===== config.mk =====
export PLATFORM = sky130hd
export DESIGN_NAME = scr_merge
export DESIGN_NICKNAME = d
export VERILOG_FILES = /design/src/srgb_contrast_ratio_assert.svh /design/src/scr_pkg.sv /design/src/scr_merge.sv
export SDC_FILE = /design/constraint.sdc
export NUM_CORES = 2
export LEC_CHECK = 0
export BUFFER_PORTS_ARGS = -buffer_cell sky130_fd_sc_hd__buf_2
export CORE_MARGIN = 4
export CORE_UTILIZATION = 60
export DETAILED_ROUTE_END_ITERATION = 8
export PLACE_DENSITY_LB_ADDON = 0.2
export SKIP_CTS_REPAIR_TIMING = 1
export SLEW_MARGIN = 20
export SYNTH_ARGS = -nofsm -noshare
export SYNTH_HDL_FRONTEND = slang
export SYNTH_SLANG_ARGS = --single-unit

===== constraint.sdc =====
create_clock -name i_clk -period 8.8 [get_ports i_clk]
set_clock_uncertainty 0.2 [all_clocks]
set_input_delay 1.32 -clock i_clk [delete_from_list [all_inputs] [get_ports i_clk]]
set_output_delay 1.32 -clock i_clk [all_outputs]
set_load 0.05 [all_outputs]

===== src/srgb_contrast_ratio_assert.svh =====
// Assertion macros for the block's RTL.
`ifndef SRGB_CONTRAST_RATIO_ASSERT_SVH
`define SRGB_CONTRAST_RATIO_ASSERT_SVH

`ifndef NO_ASSERTIONS

// Check that cons holds in the same cycle as ante.
`define SCR_ASSERT_IMPL(lbl, clk, rst_n, ante, cons, msg) \
    lbl: assert property (@(posedge clk) disable iff (!rst_n) (ante) |-> (cons)) \
        else $error(msg);

// Check that cons holds in the cycle after ante.
`define SCR_ASSERT_NEXT(lbl, clk, rst_n, ante, cons, msg) \
    lbl: assert property (@(posedge clk) disable iff (!rst_n) (ante) |=> (cons)) \
        else $error(msg);

`else

`define SCR_ASSERT_IMPL(lbl, clk, rst_n, ante, cons, msg)
`define SCR_ASSERT_NEXT(lbl, clk, rst_n, ante, cons, msg)

`endif

`endif


===== src/scr_pkg.sv =====
package scr_pkg;

    // Channel code width and linear-light format
    parameter int CHANNEL_BITS_DEF = 8;
    parameter int LIN_FRAC         = 24;
    parameter int LIN_W            = LIN_FRAC + 1;
    parameter int BIG_W            = 448;

    // Luminance weights, scaled by WEIGHT_TOTAL
    parameter int WEIGHT_R     = 2126;
    parameter int WEIGHT_G     = 7152;
    parameter int WEIGHT_B     = 722;
    parameter int WEIGHT_TOTAL = 10000;

    // Luminance datapath widths
    parameter int LUM_W       = 16;
    parameter int LUM_MAX     = 65535;
    parameter int SUM_W       = 38;
    parameter int SCALED_W    = SUM_W + LUM_W;
    parameter int Q_W         = 30;
    parameter int RECIP_SHIFT = 30;
    parameter int RECIP       = (2 ** RECIP_SHIFT) / WEIGHT_TOTAL;
    parameter int RECIP_W     = 17;
    parameter int QPROD_W     = Q_W + RECIP_W;
    parameter logic [SCALED_W-1:0] LUM_ROUND = SCALED_W'(WEIGHT_TOTAL / 2) << LIN_FRAC;

    // Ratio datapath widths
    parameter int RATIO_W    = 13;
    parameter int RATIO_FRAC = 8;
    parameter int LUM_SCALE  = 20;
    parameter int NUM_W      = 21;
    parameter int REM_W      = NUM_W + RATIO_FRAC;
    parameter int CMP_W      = NUM_W + RATIO_W;
    parameter int DIV_STEPS  = RATIO_W;
    parameter logic [RATIO_W-1:0] RATIO_ONE = RATIO_W'(256);
    parameter logic [RATIO_W-1:0] RATIO_MAX = RATIO_W'(5376);

    // Pipeline depth
    parameter int LANE_STAGES  = 7;
    parameter int MERGE_STAGES = DIV_STEPS + 1;
    parameter int NUM_STAGES   = LANE_STAGES + MERGE_STAGES;

    typedef struct packed {
        logic [LUM_W-1:0]   first_luminance;
        logic [LUM_W-1:0]   second_luminance;
        logic [RATIO_W-1:0] ratio;
        logic               first_is_lighter;
    } t_result;

    // Linear-light value of one sRGB code, Q1.24, rounded down.
    // Both segments find the largest y that satisfies the bound bit by bit.
    function automatic logic [LIN_W-1:0] lin_value(input int unsigned code,
                                                   input int unsigned max_code);
        logic [BIG_W-1:0] den12;
        logic [BIG_W-1:0] rhs;
        logic [BIG_W-1:0] lhs;
        logic [LIN_W-1:0] y;
        logic [LIN_W-1:0] cand;
        logic [63:0]      lin_num;
        logic [63:0]      lin_den;
        int unsigned      pw_num;
        y     = '0;
        den12 = BIG_W'(1);
        rhs   = BIG_W'(1);
        if (64'(code) * 64'd100000 <= 64'd4045 * 64'(max_code)) begin
            lin_num = (64'(code) * 64'd100) << LIN_FRAC;
            lin_den = 64'd1292 * 64'(max_code);
            for (int b = LIN_W - 1; b >= 0; b--) begin
                cand = y | (LIN_W'(1) << b);
                if (64'(cand) * lin_den <= lin_num) begin
                    y = cand;
                end
            end
        end else begin
            pw_num = 1000 * code + 55 * max_code;
            for (int k = 0; k < 12; k++) begin
                den12 = den12 * BIG_W'(1055 * max_code);
                rhs   = rhs * BIG_W'(pw_num);
            end
            rhs = rhs << (5 * LIN_FRAC);
            for (int b = LIN_W - 1; b >= 0; b--) begin
                cand = y | (LIN_W'(1) << b);
                lhs  = den12;
                for (int k = 0; k < 5; k++) begin
                    lhs = lhs * BIG_W'(cand);
                end
                if (lhs <= rhs) begin
                    y = cand;
                end
            end
        end
        return y;
    endfunction

endpackage


===== src/scr_merge.sv =====
module scr_merge
    import scr_pkg::*;
(
    input  logic                    i_clk,
    input  logic [MERGE_STAGES-1:0] i_en,
    input  logic [LUM_W-1:0]        i_first_lum,
    input  logic [LUM_W-1:0]        i_second_lum,
    output t_result                 o_result
);

    logic [REM_W-1:0]   r_rem  [DIV_STEPS+1];
    logic [NUM_W-1:0]   r_den  [DIV_STEPS+1];
    logic [RATIO_W-1:0] r_quo  [DIV_STEPS+1];
    logic [LUM_W-1:0]   r_l1   [DIV_STEPS+1];
    logic [LUM_W-1:0]   r_l2   [DIV_STEPS+1];
    logic               r_flag [DIV_STEPS+1];

    logic               n_lighter;
    logic [LUM_W-1:0]   n_high;
    logic [LUM_W-1:0]   n_low;
    logic [NUM_W-1:0]   n_num;
    logic [NUM_W-1:0]   n_den;

    // Order the two luminances and form the offset numerator and denominator
    always_comb begin
        n_lighter = i_first_lum > i_second_lum;
        n_high    = n_lighter ? i_first_lum : i_second_lum;
        n_low     = n_lighter ? i_second_lum : i_first_lum;
        n_num     = NUM_W'(n_high) * NUM_W'(LUM_SCALE) + NUM_W'(LUM_MAX);
        n_den     = NUM_W'(n_low) * NUM_W'(LUM_SCALE) + NUM_W'(LUM_MAX);
    end

    always_ff @(posedge i_clk) begin
        if (i_en[0]) begin
            r_rem[0]  <= {n_num, RATIO_FRAC'(0)};
            r_den[0]  <= n_den;
            r_quo[0]  <= '0;
            r_l1[0]   <= i_first_lum;
            r_l2[0]   <= i_second_lum;
            r_flag[0] <= n_lighter;
        end
    end

    // Restoring division, one quotient bit per stage, most significant first
    for (genvar j = 1; j <= DIV_STEPS; j++) begin : g_div
        localparam int QBIT = DIV_STEPS - j;

        logic [CMP_W-1:0] n_trial;
        logic [CMP_W-1:0] n_rem_ext;
        logic             n_take;
        logic [REM_W-1:0] n_rem;

        always_comb begin
            n_trial   = CMP_W'(r_den[j-1]) << QBIT;
            n_rem_ext = CMP_W'(r_rem[j-1]);
            n_take    = n_rem_ext >= n_trial;
            n_rem     = n_take ? REM_W'(n_rem_ext - n_trial) : r_rem[j-1];
        end

        always_ff @(posedge i_clk) begin
            if (i_en[j]) begin
                r_rem[j]  <= n_rem;
                r_den[j]  <= r_den[j-1];
                r_quo[j]  <= r_quo[j-1] | (RATIO_W'(n_take) << QBIT);
                r_l1[j]   <= r_l1[j-1];
                r_l2[j]   <= r_l2[j-1];
                r_flag[j] <= r_flag[j-1];
            end
        end
    end

    assign o_result.first_luminance  = r_l1[DIV_STEPS];
    assign o_result.second_luminance = r_l2[DIV_STEPS];
    assign o_result.ratio            = r_quo[DIV_STEPS];
    assign o_result.first_is_lighter = r_flag[DIV_STEPS];

endmodule


==> metrics <==
status finished, final reports clean; FP Rows around 110; Setup violations, final 0; Post-Synthesis Cells 3556; CTS buffer count 106; ys async rst share 0; Max FO, Critical Path 51; Post-Layout Cell Count 4917; Placement Cell Area between 50000 and 60000 sq um; Clk Latency, worst-skew pair 690 ps; Net Sw Power 5130 uW; die height 298 um; CTS tree yes; most numerous cell on the critical path ha_1; Synth top area share 0.647; DRC errors left 0; drt first pass iters 5; WL per Instance 17.0 um; Netlist cell types 96; Synth Flop Type edfxtp_1; Pint 11900 uW; switching share of power 0.301; Crit-path slowest cell o31a_2; most frequent cell after synthesis edfxtp_1; Buf/Inv on CP 2; max-capacitance violation count 0; Post-synth EDFFs 1091; CP Class in -> reg; Post-DP HPWL about 57000 um; Mapped Avg Cell Area 14.2 sq um; Flop pwr share 0.431; max incr delay on CP 820 ps; CTS max path bufs 3; Synth area leaders edfxtp_1 (65%), ha_1 (7.8%), mux2_2 (2.7%); Synth Warn # 0; fin crit share 0.780; Tmin final 6870 ps; Initial Utilization 0.605; Fin. Hold Viols 0; vias in the first global route 27400; Seq/Total Area, Yosys 0.647; largest net degree at the start of global routing 74; Synth area leader edfxtp_1; setup TNS 0 ps; Critical Path Start Type primary input; combinational share of power 0.303; final slew viol count 0; arrival time at the worst endpoint slightly above 7000 ps; layout cells sized above 1 0.128; die area 89100 sq um; critical path, cell by cell buf_2 > inv_1 > ha_1 > nand4_1 > nor4_1 > a21boi_0 > o31a_2 > o21ai_0 > ha_1 > ha_1 > fa_1 > a21o_1 > a211oi_1 > o21bai_1 > xnor2_1 > o211ai_1 > nor3_1 > a311oi_1 > o211ai_1 > nand3_1; LEAKAGE 0.0216 uW; clock root cell clkbuf_16; Power Dens Cells 306 nW/um^2; Max-slew headroom 0.339; # IOs 93; clock sink count about 1100; Die X a little under 300 um; crit end category flip-flop; commonest cells in the netlist edfxtp_1 (1091), inv_1 (321), ha_1 (314), a21oi_1 (198), nand2_1 (160); Worst-Margin Slew slightly below 1000 ps; final hold slack around 200 ps; Clock Power Share 0.266; detailed-route via count between 20000 and 30000; fin area 55700 sq um; H-tree levels 3; antenna violations before repair 3; RSZ-0062 raised after global routing no; DRT iter0 DRCs roughly 1500; detailed-route vias per instance around 5.5; DRT antenna net count 0; fin nets a little over 4000; Inst Count DP approximately 4700; gr ovfl total 0; Buffers on Ports about 90; post-synthesis cell area 50600 sq um; final WL between 80000 and 90000 um; global-route wire length before repair roughly 140000 um; syn_nets between 3000 and 4000; GP Congestion around 0.86; core area 83700 sq um; Max VDD drop 181 uV; CP Data Required Time 9010 ps; clock slew at reported path FFs about 70 ps; Fmax achieved 146 MHz; synth-to-layout area growth 10.1%; type of the worst min-delay path reg -> reg; cell family with most CP delay compound AO/OA/AOI/OAI gates; Synth Register Bits roughly 1100; overall routing resource usage 0.188
-- power groups by stage --
| stage | Clock [uW] | Sequential [uW] | Combinational [uW] |
|---|---|---|---|
| after floorplan | 0 | 7250 | 4200 |
| after global placement | 0 | 7430 | 5010 |
| after detailed placement | 0 | 7460 | 5110 |
| after CTS | 4640 | 7370 | 5180 |
| after global routing | 4880 | 7440 | 5810 |
| final | 4530 | 7360 | 5170 |
-- sequential cells by signal (all words and copies together) (netlist names) --
signal,count
r_l1,224
r_l2,224
r_quo,91
r_rem,291
r_den,247
r_flag,14
-- area by class of cell --
| type | instances | area [sq um] |
|---|---|---|
| fill | 5889 | 27900 |
| sequential | 1091 | 32800 |
| tap | 1134 | 1420 |
| antenna | 3 | 7.51 |
| multi-input combinational | 2056 | 16100 |
| inverter | 322 | 1210 |
| clock inverter | 71 | 843 |
| clock buffer | 127 | 2730 |
| timing repair buffer | 113 | 643 |
-- per-stage QoR --
stage,util,total power [uW],setup WS (ps)
floorplan,-,11400,2290
global placement,0.623,12400,1590
detailed placement,0.623,12600,1390
CTS,0.666,17200,2070
global route,0.666,18100,1500
finish,0.666,17100,1930
-- cell families (layout without fill, tap and decap cells) --
kind of cell,count (synthesis),in the layout,synth area share
flops,1091,1091,0.647
compound gates,724,724,0.0946
simple gates,578,578,0.0562
buf+inv,409,633,0.0350
fa+ha+maj,325,325,0.0820
xor+xnor,257,257,0.0445
mux,172,172,0.0406
other cells,0,3,0
-- final timing paths --
path                     from           end  slack [ps]  cells after the start
max reg2reg      r_rem[1][39]  r_rem[2][15]        4470                     10
min               r_l2[0][73]   r_l2[0][89]         200                      0
max          i_second_lum[15]  r_rem[0][28]        1930                     20
min reg2reg       r_l2[0][73]   r_l2[0][89]         200                      0
-- layout by cell type, fill, tap and decap left out, types with 19 or more instances in the layout --
master and instances:
mux2_4 34, clkbuf_16 106, o21a_1 36, xnor2_1 151, edfxtp_1 1091, o21ai_0 147, a21oi_1 198, a211oi_1 28
clkinv_2 24, inv_1 321, nor2_1 134, mux2_2 121, buf_4 31, nand3_1 51, xor2_1 106, a31oi_1 28
a21o_1 107, clkbuf_1 21, nor2b_1 25, and3_1 20, o21bai_1 28, ha_1 314, nand2_1 160, buf_2 82
nand2b_1 26, nor3_1 56, clkinv_1 19
-- layer usage --
layer / vias up / routed length, um / track usage
met5: - / 0 / 0
met4: 0 / 2720 / 0.0626
met3: 164 / 2410 / 0.0263
met2: 423 / 43600 / 0.347
met1: 13000 / 34800 / 0.228
li1: 13500 / - / -
(Power assumes the default switching activity.)
